--- src/rtl/two_operator_fm_voice_core_assert.svh ---
// ----------------------------------------------------------------------------
// Assertion macros for the two-operator FM voice core
// Clocked on clk, disabled while arst_n is low.
// ----------------------------------------------------------------------------
`ifndef TWO_OPERATOR_FM_VOICE_CORE_ASSERT_SVH
`define TWO_OPERATOR_FM_VOICE_CORE_ASSERT_SVH

// same-cycle implication
`define FMV_ASSERT_NOW(label, ante, cons, msg) \
	label: assert property (@(posedge clk) disable iff (!arst_n) (ante) |-> (cons)) \
		else $error(msg);

// next-cycle implication
`define FMV_ASSERT_NEXT(label, ante, cons, msg) \
	label: assert property (@(posedge clk) disable iff (!arst_n) (ante) |=> (cons)) \
		else $error(msg);

`endif

--- src/rtl/fmv_pkg.sv ---
`timescale 1ns / 1ps
// ----------------------------------------------------------------------------
// fmv_pkg
// Shared constants, register codes and types of the FM voice core.
// ----------------------------------------------------------------------------
package fmv_pkg;

	localparam int unsigned VOICES_DEF          = 8;
	localparam int unsigned PHASE_BITS_DEF      = 24;
	localparam int unsigned SINE_TABLE_BITS_DEF = 10;

	localparam int unsigned ADDR_W = 4;
	localparam int unsigned DATA_W = 32;

	localparam logic [15:0] MOD_INDEX_RST   = 16'd4096;
	localparam logic [15:0] MOD_RATIO_RST   = 16'd4096;
	localparam logic [19:0] PHASE_SCALE_RST = 20'd89478;

	// round(2^32 / (2*pi))
	localparam logic [29:0] INV_TWO_PI_Q32 = 30'd683565276;

	typedef enum logic [1:0] {
		REG_MOD_INDEX   = 2'd0,
		REG_MOD_RATIO   = 2'd1,
		REG_PHASE_SCALE = 2'd2
	} reg_idx_t;

	typedef enum logic {
		ACT_START  = 1'b0,
		ACT_RENDER = 1'b1
	} action_t;

	typedef struct packed {
		logic [15:0] mod_index;
		logic [15:0] mod_ratio;
		logic [19:0] phase_scale;
	} cfg_t;

endpackage

--- src/rtl/fmv_regs.sv ---
`timescale 1ns / 1ps
// ----------------------------------------------------------------------------
// fmv_regs
// APB register file: modulation index, frequency ratio and phase scale.
// ----------------------------------------------------------------------------
module fmv_regs (
	input  logic                          clk,
	input  logic                          arst_n,
	input  logic                          psel,
	input  logic                          penable,
	input  logic                          pwrite,
	input  logic [fmv_pkg::ADDR_W-1:0]    paddr,
	input  logic [fmv_pkg::DATA_W-1:0]    pwdata,
	output logic [fmv_pkg::DATA_W-1:0]    prdata,
	output logic                          pready,
	output fmv_pkg::cfg_t                 cfg
);

	fmv_pkg::reg_idx_t idx;
	logic              wr_en;

	assign idx    = fmv_pkg::reg_idx_t'(paddr[fmv_pkg::ADDR_W-1:2]);
	assign wr_en  = psel && penable && pwrite;
	assign pready = 1'b1;

	always_ff @(posedge clk or negedge arst_n) begin
		if (!arst_n) begin
			cfg.mod_index   <= fmv_pkg::MOD_INDEX_RST;
			cfg.mod_ratio   <= fmv_pkg::MOD_RATIO_RST;
			cfg.phase_scale <= fmv_pkg::PHASE_SCALE_RST;
		end else if (wr_en) begin
			unique case (idx)
				fmv_pkg::REG_MOD_INDEX:   cfg.mod_index   <= pwdata[15:0];
				fmv_pkg::REG_MOD_RATIO:   cfg.mod_ratio   <= pwdata[15:0];
				fmv_pkg::REG_PHASE_SCALE: cfg.phase_scale <= pwdata[19:0];
				default: ;
			endcase
		end
	end

	always_comb begin
		unique case (idx)
			fmv_pkg::REG_MOD_INDEX:   prdata = fmv_pkg::DATA_W'(cfg.mod_index);
			fmv_pkg::REG_MOD_RATIO:   prdata = fmv_pkg::DATA_W'(cfg.mod_ratio);
			fmv_pkg::REG_PHASE_SCALE: prdata = fmv_pkg::DATA_W'(cfg.phase_scale);
			default:                  prdata = '0;
		endcase
	end

endmodule

--- config.mk ---
export PLATFORM = sky130hd
export DESIGN_NAME = fmv_regs
export DESIGN_NICKNAME = d
export VERILOG_FILES = /design/src/rtl/two_operator_fm_voice_core_assert.svh /design/src/rtl/fmv_pkg.sv /design/src/rtl/fmv_regs.sv
export SDC_FILE = /design/constraint.sdc
export NUM_CORES = 1
export LEC_CHECK = 0
export ABC_AREA = 0
export CORE_MARGIN = 3
export CORE_UTILIZATION = 65
export DETAILED_ROUTE_END_ITERATION = 8
export DONT_BUFFER_PORTS = 1
export PLACE_DENSITY = 0.81
export SETUP_SLACK_MARGIN = 0.15
export SLEW_MARGIN = 20
export SYNTH_ARGS = -nofsm -noshare
export SYNTH_HDL_FRONTEND = slang
export SYNTH_SLANG_ARGS = --single-unit
--- constraint.sdc ---
create_clock -name clk -period 3.1 [get_ports clk]
set_clock_uncertainty 0.2 [all_clocks]
set_input_delay 0.31 -clock clk [delete_from_list [all_inputs] [get_ports clk]]
set_output_delay 0.31 -clock clk [all_outputs]
set_load 0.05 [all_outputs]
==> flow_summary.ini <==
[clocking]
htree_levels = 2
cts_setup_buffers = 0
clock_sinks = 52
cts_root_buffer = clkbuf_8
numCtsBuffers = 5
ctsResizeCount = 0
cts_hold_buf = 22
clock_latency_ns = 0.30
clk_pin_slew_ns = 0.08
cts_tree = yes
ctsLongestPathBuffers = 2

[synthesis]
synth_most_common_cell = mux2_2
synth_xor_area_share_pct = 0
ys_ff_latch = 52
ys_top_cells_by_count = mux2_2, dfrtp_1, mux2i_1, nand2_1
netlist.area_leader.share_pct = 41.84
netlist_area_mm2 = 0.002452
synth_top_cell_by_area = dfrtp_1
yosysWarnings = 0
yosys.area_share.simple_pct = 5.459
synth_top_family_by_area = multiplexers
synthTopCellsByArea = dfrtp_1, mux2_2, dfstp_2, mux2i_1, buf_4
synth_compound_area_share_pct = 3.265
synth_fa_ha_area_share_pct = 0
synth_edf_count = 0
synth.distinct_cells = 19
synthFlopType = dfrtp_1
syn_inst = 188
avgSynthCellArea_um2 = 13.04
synthArstFlopShare_pct = 100.0
synth.area.mux_share_pct = 30.41
seq_area_frac_synth_pct = 53.62

[power]
powerDensity_mw_per_mm2 = 876.1
peakVddDrop_mv = 0.6133
p_leak_nw = 1.275

[cells_and_area]
fillers = 201
multi_input_area_mm2 = 0.001013
largest_register = cfg
reg_top3 = cfg: 52 flops
register_area_mm2 = 0.001315
fin_nets = 264
finish.instance_area_mm2 = 0.002848
antenna_cells = 0
area.growth.synth_to_final_pct = 16.12
layout-drive-gt1-share_pct = 41.70
largest_register_ffs = 52

[drt]
drc = 0
vias_per_cell = 5.829
postRouteAntennaNets = 0
num_vias = 1568
wl_per_cell_um = 20.39
initialDrtViolationCount = 78
drt-total-wl_mm = 5.486
first_pass_iters = 6

[floorplanning]
ios = 126
row_count = 21
initial_core_util_pct = 70.18
die_w_um = 67.43
die_area_mm2 = 0.004546
core_area_mm2 = 0.003495
fp.dieH_um = 67.43

[sta]
max_freq_mhz = 474.1
timing.final.crit_share_pct = 68.04
relSlewSlack_pct = 47.72
rsz0062_at_grt = false
final.setup.tns_ns = 0
slew_violations = 0
setup_viol = 0
fin_crit_ns = 2.109
hold_viol = 0
worstMarginPinSlew_ns = 0.7842

[grt]
overflow = 0
grt_pass1_wl_mm = 8.148
grt_usage_pct = 25.39
grt_pass1_vias = 1634
grt_max_degree = 53
grt_antenna_before_repair = 0

[placed_design]
place.gp.congestion = 0.7056
place_hpwl_mm = 3.607
place_area_mm2 = 0.002529
io_buffers = 0

[critical_path]
startpoint_type = input pin
critPathCaptureType = primary output
cp.arrival_ns = 1.60
slowest_delay_ns = 0.58
worstPathMaxFanout = 21
worst_path_max_delay_cell = nor2b_1
critPathTopFamily = simple AND/OR/NAND/NOR gates
crit_required_ns = 2.59
critPathBufInv = 2
cpMostUsedCell = buf_4
crit_chain = nor2b_1 > buf_4 > nand2_1 > o21ai_1 > buf_4
critPathKind = input pin to primary output

[outcome]
status = complete, no violations

[hold_path]
hold_class = input pin to register

[job]
maxCapViolations = 0
[per-stage QoR]
| step | hold WS, ns | setup WS, ns | instances | utilization [%] | total power [mW] |
|---|---|---|---|---|---|
| after global routing | 0.1194 | 0.8580 | 269 | 81.49 | 2.583 |
| after global placement | -0.1843 | 1.044 | 240 | 72.36 | 2.067 |
| after detailed placement | -0.1844 | 0.9525 | 240 | 72.36 | 2.104 |
| after floorplan | -0.1856 | 0.6391 | 199 | - | 1.972 |
| after CTS | 0.1140 | 0.9439 | 269 | 81.49 | 2.498 |
| final | 0.1209 | 0.9909 | 269 | 81.49 | 2.495 |
[power by group]
group / switching [mW] / internal (mW)
combinational: 0.324 / 0.230
sequential: 0.727 / 0.856
clock: 0.205 / 0.153
total: 1.26 / 1.24
[area by class of cell]
type	instances	share of cell area, %
timing repair buffer	41	13.36
clock inverter	2	0.4394
tap	46	2.021
multi-input combinational	123	35.59
sequential	52	46.18
clock buffer	5	2.417
[per-layer routing]
metal  vias up  wire, um  track usage (%)  part of all wire [%]
met3         6       428            7.654                   7.8
met5         -         0                0                     0
met2        77      3020            47.73                    55
li1        693         -                -                     -
met4         0        48            6.582                  0.87
met1       792      1989            27.53                    36
[layout by cell type, fill, tap and decap left out]
master / instances
clkinvlp_4: 1
o21ai_1: 16
clkbuf_8: 5
mux2i_1: 16
dlygate4sd3_1: 21
dfrtp_1: 41
nor2b_1: 2
nand3_2: 1
buf_4: 19
and2_1: 4
conb_1: 13
nor3_2: 1
buf_16: 1
or3b_1: 1
dfstp_2: 11
nor3b_2: 1
clkinv_2: 1
nand2_1: 16
mux2_2: 52
[cells by family after synthesis]
logic type	Yosys count
and+or+nand+nor	26
muxes	68
buffers and inverters	24
AOI/OAI and AO/OA	16
DFF	52
other	2
[worst paths after layout]
path	start	end	slack, ns	cells after the start
max	paddr[2]	prdata[9]	0.99	5
min	paddr[2]	cfg[11]$_DFFE_PN1P_	0.12	2
max reg2reg	cfg[36]$_DFFE_PN0P_	cfg[36]$_DFFE_PN0P_	1.83	1
min reg2reg	cfg[16]$_DFFE_PN1P_	cfg[16]$_DFFE_PN1P_	0.55	1
max in group asynchronous	arst_n	cfg[7]$_DFFE_PN1P_	2.08	2
min in group asynchronous	arst_n	cfg[47]$_DFFE_PN0P_	0.34	2
No activity file was read; power rests on OpenSTA's default activity.
