## config.mk

```make
export PLATFORM = sky130hd
export DESIGN_NAME = fmv_voice_mem
export DESIGN_NICKNAME = d
export VERILOG_FILES = /design/src/rtl/two_operator_fm_voice_core_assert.svh /design/src/rtl/fmv_pkg.sv /design/src/rtl/fmv_voice_mem.sv
export SDC_FILE = /design/constraint.sdc
export NUM_CORES = 1
export LEC_CHECK = 0
export BUFFER_PORTS_ARGS = -buffer_cell sky130_fd_sc_hd__clkbuf_2
export CORE_ASPECT_RATIO = 0.8
export CORE_MARGIN = 4
export CORE_UTILIZATION = 40
export CTS_CLUSTER_SIZE = 28
export DETAILED_ROUTE_END_ITERATION = 12
export PLACE_DENSITY = 0.56
export SYNTH_ARGS = -nofsm -noshare
export SYNTH_HDL_FRONTEND = slang
export SYNTH_SLANG_ARGS = --single-unit
```

## constraint.sdc

```tcl
create_clock -name clk -period 1.8 [get_ports clk]
set_input_delay 0.18 -clock clk [delete_from_list [all_inputs] [get_ports clk]]
set_output_delay 0.18 -clock clk [all_outputs]
set_load 0.05 [all_outputs]
```

## src/rtl/two_operator_fm_voice_core_assert.svh

```systemverilog
// ----------------------------------------------------------------------------
// Assertion macros for the two-operator FM voice core
// Clocked on clk, disabled while arst_n is low.
// ----------------------------------------------------------------------------
`ifndef TWO_OPERATOR_FM_VOICE_CORE_ASSERT_SVH
`define TWO_OPERATOR_FM_VOICE_CORE_ASSERT_SVH

// same-cycle implication
`define FMV_ASSERT_NOW(label, ante, cons, msg) \
	label: assert property (@(posedge clk) disable iff (!arst_n) (ante) |-> (cons)) \
		else $error(msg);

// next-cycle implication
`define FMV_ASSERT_NEXT(label, ante, cons, msg) \
	label: assert property (@(posedge clk) disable iff (!arst_n) (ante) |=> (cons)) \
		else $error(msg);

`endif

```

## src/rtl/fmv_pkg.sv

```systemverilog
`timescale 1ns / 1ps
// ----------------------------------------------------------------------------
// fmv_pkg
// Shared constants, register codes and types of the FM voice core.
// ----------------------------------------------------------------------------
package fmv_pkg;

	localparam int unsigned VOICES_DEF          = 8;
	localparam int unsigned PHASE_BITS_DEF      = 24;
	localparam int unsigned SINE_TABLE_BITS_DEF = 10;

	localparam int unsigned ADDR_W = 4;
	localparam int unsigned DATA_W = 32;

	localparam logic [15:0] MOD_INDEX_RST   = 16'd4096;
	localparam logic [15:0] MOD_RATIO_RST   = 16'd4096;
	localparam logic [19:0] PHASE_SCALE_RST = 20'd89478;

	// round(2^32 / (2*pi))
	localparam logic [29:0] INV_TWO_PI_Q32 = 30'd683565276;

	typedef enum logic [1:0] {
		REG_MOD_INDEX   = 2'd0,
		REG_MOD_RATIO   = 2'd1,
		REG_PHASE_SCALE = 2'd2
	} reg_idx_t;

	typedef enum logic {
		ACT_START  = 1'b0,
		ACT_RENDER = 1'b1
	} action_t;

	typedef struct packed {
		logic [15:0] mod_index;
		logic [15:0] mod_ratio;
		logic [19:0] phase_scale;
	} cfg_t;

endpackage

```

## src/rtl/fmv_voice_mem.sv

```systemverilog
`timescale 1ns / 1ps
// ----------------------------------------------------------------------------
// fmv_voice_mem
// Per-voice state memory, one write and one registered read port.
// Entries never written read as zero through per-entry valid bits.
// ----------------------------------------------------------------------------
module fmv_voice_mem #(
	parameter int unsigned DEPTH = fmv_pkg::VOICES_DEF,
	parameter int unsigned AW    = 3,
	parameter int unsigned WIDTH = 48
) (
	input  logic             clk,
	input  logic             arst_n,
	input  logic             we,
	input  logic [AW-1:0]    waddr,
	input  logic [WIDTH-1:0] wdata,
	input  logic             re,
	input  logic [AW-1:0]    raddr,
	output logic [WIDTH-1:0] rdata
);

	logic [WIDTH-1:0] mem [DEPTH];
	logic [DEPTH-1:0] vld_q;
	logic [WIDTH-1:0] rdata_q;
	logic             rvld_q;

	always_ff @(posedge clk) begin
		if (we) begin
			mem[waddr] <= wdata;
		end
		if (re) begin
			rdata_q <= mem[raddr];
		end
	end

	always_ff @(posedge clk or negedge arst_n) begin
		if (!arst_n) begin
			vld_q  <= '0;
			rvld_q <= 1'b0;
		end else begin
			if (we) begin
				vld_q[waddr] <= 1'b1;
			end
			if (re) begin
				rvld_q <= vld_q[raddr];
			end
		end
	end

	assign rdata = rvld_q ? rdata_q : '0;

endmodule

```

==> results.sh <==
export IMPL_setup_tns_ps=0
export IMPL_fmax_mhz=570
export IMPL_grt_pass1_wl_um=52600
export IMPL_start_util_pct=40.5
export IMPL_std_cell_rows=67
export IMPL_r2r_end="rdata_q[41]"
export IMPL_path_max_fanout=32
export IMPL_finalMaxSlewViolations=0
export IMPL_synth_cell_types=18
export IMPL_netlist_instances=693
export IMPL_overflow=0
export IMPL_drc=0
export IMPL_hold_violations=0
export IMPL_end_kind="primary output"
export IMPL_crit_chain="buf_12 > and2_1 > clkbuf_8"
export IMPL_core_area_sq_um=41900
export IMPL_max_stage_delay_ps=400
export IMPL_io_pins=106
export IMPL_gp_congestion=0.663
export IMPL_cts_made_buffers=44
export IMPL_finClkSkew_ps=11.2
export IMPL_grt_max_degree=53
export IMPL_reg2reg_depth=2
export IMPL_status="completed"
export IMPL_ir_drop_uv=747
export IMPL_p_per_area_nw_per_um2=1070
export IMPL_cts_setup_buffers=0
export IMPL_htreeDepth=2
export IMPL_place_area_sq_um=18600
export IMPL_final_util_pct=49.1
export IMPL_drt_iter0_markers=474
export IMPL_drv_cap=0
export IMPL_worst_slew_pin_slew_ps=497
export IMPL_r2r_slack_ps=380
export IMPL_path_buf_inv=2
export IMPL_yosys_register_bits=441
export IMPL_die_w_um=238
export IMPL_p_total_mw=22.1
export IMPL_drive_gt1_share_pct=28.5
export IMPL_final_fill_count=3383
export IMPL_p_leak_nw=7.02
export IMPL_ant_nets=0
export IMPL_crit_arrival_ps=1580
export IMPL_clk_latency_ps=550
export IMPL_fin_crit_ps=1760
export IMPL_r2r_start="mem[5][41]"
export IMPL_clkSinkCount=441
export IMPL_cp_start_kind="flop"
export IMPL_cts_clk_slew_worst_paths_ps=60
export IMPL_die_h_um=192
export IMPL_cts_tree="built"
export IMPL_vias=7625
export IMPL_firstDrtPassIters=4
export IMPL_synth_avg_cell_area_sq_um=24.5
export IMPL_fin_area_sq_um=20600
export IMPL_grt_pass1_vias=8296
export IMPL_synth_net_count=751
export IMPL_io_buffers=105
export IMPL_rsz0062_at_grt="true"
export IMPL_antenna_found_initial=1
export IMPL_worst_setup_path_type="flop to primary output"
export IMPL_yosysSeqAreaShare_pct=77.8
export IMPL_ctsRootBufferMaster="clkbuf_16"
export IMPL_grt_util_all_layers_pct=15.6
export IMPL_setup_violations_final=0
export IMPL_min_period_over_period_pct=97.5
export IMPL_dieArea_sq_um=45800
export IMPL_clk_path_buf_depth=3
export IMPL_vias_per_cell=5.18
export IMPL_crit_family="flip-flops"
export IMPL_dpl_hpwl_um=19200
export IMPL_nets=948
export IMPL_wl_per_cell_um=24.2
export IMPL_syn_to_final_growth_pct=21.4
export IMPL_syn_area_sq_um=17000
export IMPL_wl_um=35600
export IMPL_crit_required_ps=1620
export IMPL_maxSlewHeadroom_pct=66.9
export IMPL_hold_class="primary input to async pin"
export IMPL_ys_warn_count=0
export IMPL_cp_slowest_cell="dfrtp_2"
==> Yosys cell counts <==
cell	number	area [sq um]
and2_1	48	300
buf_1	1	3.75
buf_2	6	30.0
buf_6	10	113
buf_8	1	15.0
clkbuf_1	14	52.6
dfrtp_1	9	225
edfxtp_1	432	13000
inv_1	1	3.75
mux2_2	48	541
mux2i_1	5	50.1
mux4_1	96	2520
mux4_2	1	22.5
nand2_1	2	7.51
nand2b_1	3	18.8
nor2_1	6	22.5
nor3_1	2	10.0
or2_2	8	50.1
==> worst register-to-register path, cell delays in order (launching register included) <==
cell,delay (ps)
edfxtp_1,370
mux4_1,530
mux2_2,270
==> worst max path at each step <==
| stage | slack, ps | cells after the start | startpoint | endpoint |
|---|---|---|---|---|
| final | 40 | 3 | rvld_q | rdata[37] |
| after global routing | -30 | 3 | rvld_q | rdata[26] |
| after CTS | -30 | 3 | rvld_q | rdata[2] |
| after detailed placement | 20 | 4 | raddr[0] | rdata_q[36] |
| after global placement | 60 | 4 | raddr[0] | rdata_q[11] |
| after floorplan | -250 | 2 | waddr[2] | mem[2][0] |
==> per-layer routing <==
metal  global-route usage, %  routed length, um  vias to the layer above
met1                    20.7              15500                     4039
met4                    3.53                593                        0
met3                    3.59               1750                       49
met2                    26.6              17800                      159
li1                        -                  -                     3378
met5                       0                  0                        -
==> sequential cells by signal (all words and copies together) (netlist names) <==
| name | flops |
|---|---|
| mem | 384 |
| rdata_q | 48 |
| vld_q | 8 |
| rvld_q | 1 |
==> report_power, final <==
part | total (mW) | leakage, nW | switching (mW) | internal [mW]
combinational | 1.97 | 2.36 | 1.15 | 0.822
sequential | 11.8 | 4.04 | 0.0892 | 11.7
clock | 8.32 | 0.625 | 3.61 | 4.72
total | 22.1 | 7.02 | 4.84 | 17.2
==> cell usage in the layout, fill, tap and decap left out, types with 3 or more instances in the layout <==
| cell | n |
|---|---|
| edfxtp_1 | 432 |
| mux4_1 | 96 |
| clkbuf_2 | 53 |
| dlygate4sd3_1 | 49 |
| mux2_2 | 48 |
| clkbuf_16 | 45 |
| and2_1 | 41 |
| buf_12 | 23 |
| clkbuf_4 | 21 |
| buf_4 | 19 |
| clkbuf_8 | 15 |
| clkbuf_1 | 13 |
| clkinv_1 | 10 |
| or2_2 | 8 |
| dfrtp_1 | 8 |
| and2_4 | 7 |
| nor2_4 | 6 |
| mux2i_1 | 5 |
| clkinv_2 | 3 |
==> cell families after synthesis <==
logic type | synth area share, %
flip-flops | 77.8
multiplexers | 18.5
AND/OR/NAND/NOR | 2.41
buffers and inverters | 1.28
==> final cells by class <==
| cell class | instances | area [sq um] | area share (%) |
|---|---|---|---|
| antenna | 1 | 2.50 | 0.0122 |
| inverter | 1 | 3.75 | 0.0182 |
| clock buffer | 58 | 1170 | 5.71 |
| clock inverter | 18 | 116 | 0.565 |
| tap | 552 | 691 | 3.36 |
| sequential | 441 | 13200 | 64.1 |
| multi-input combinational | 219 | 3650 | 17.7 |
| timing repair buffer | 183 | 1740 | 8.47 |
==> timing repair <==
| action | 4_1_cts | 5_1_grt |
|---|---|---|
| hold buffers | 49 | 0 |
| gates cloned | 0 | 0 |
| endpoints found under the setup margin | 48 | 27 |
| hold endpoints to repair | 393 | 0 |
| resized for setup | 62 | 24 |
==> per-stage QoR <==
step,hold WS [ps],instances,setup slack [ps]
floorplan,-116,693,-251
global placement,33.4,1347,61.4
detailed placement,42.2,1347,23.4
CTS,63.2,1472,-33.5
global route,67.2,1472,-33.8
finish,68.6,1473,44.8
No activity file was read; power rests on OpenSTA's default activity.
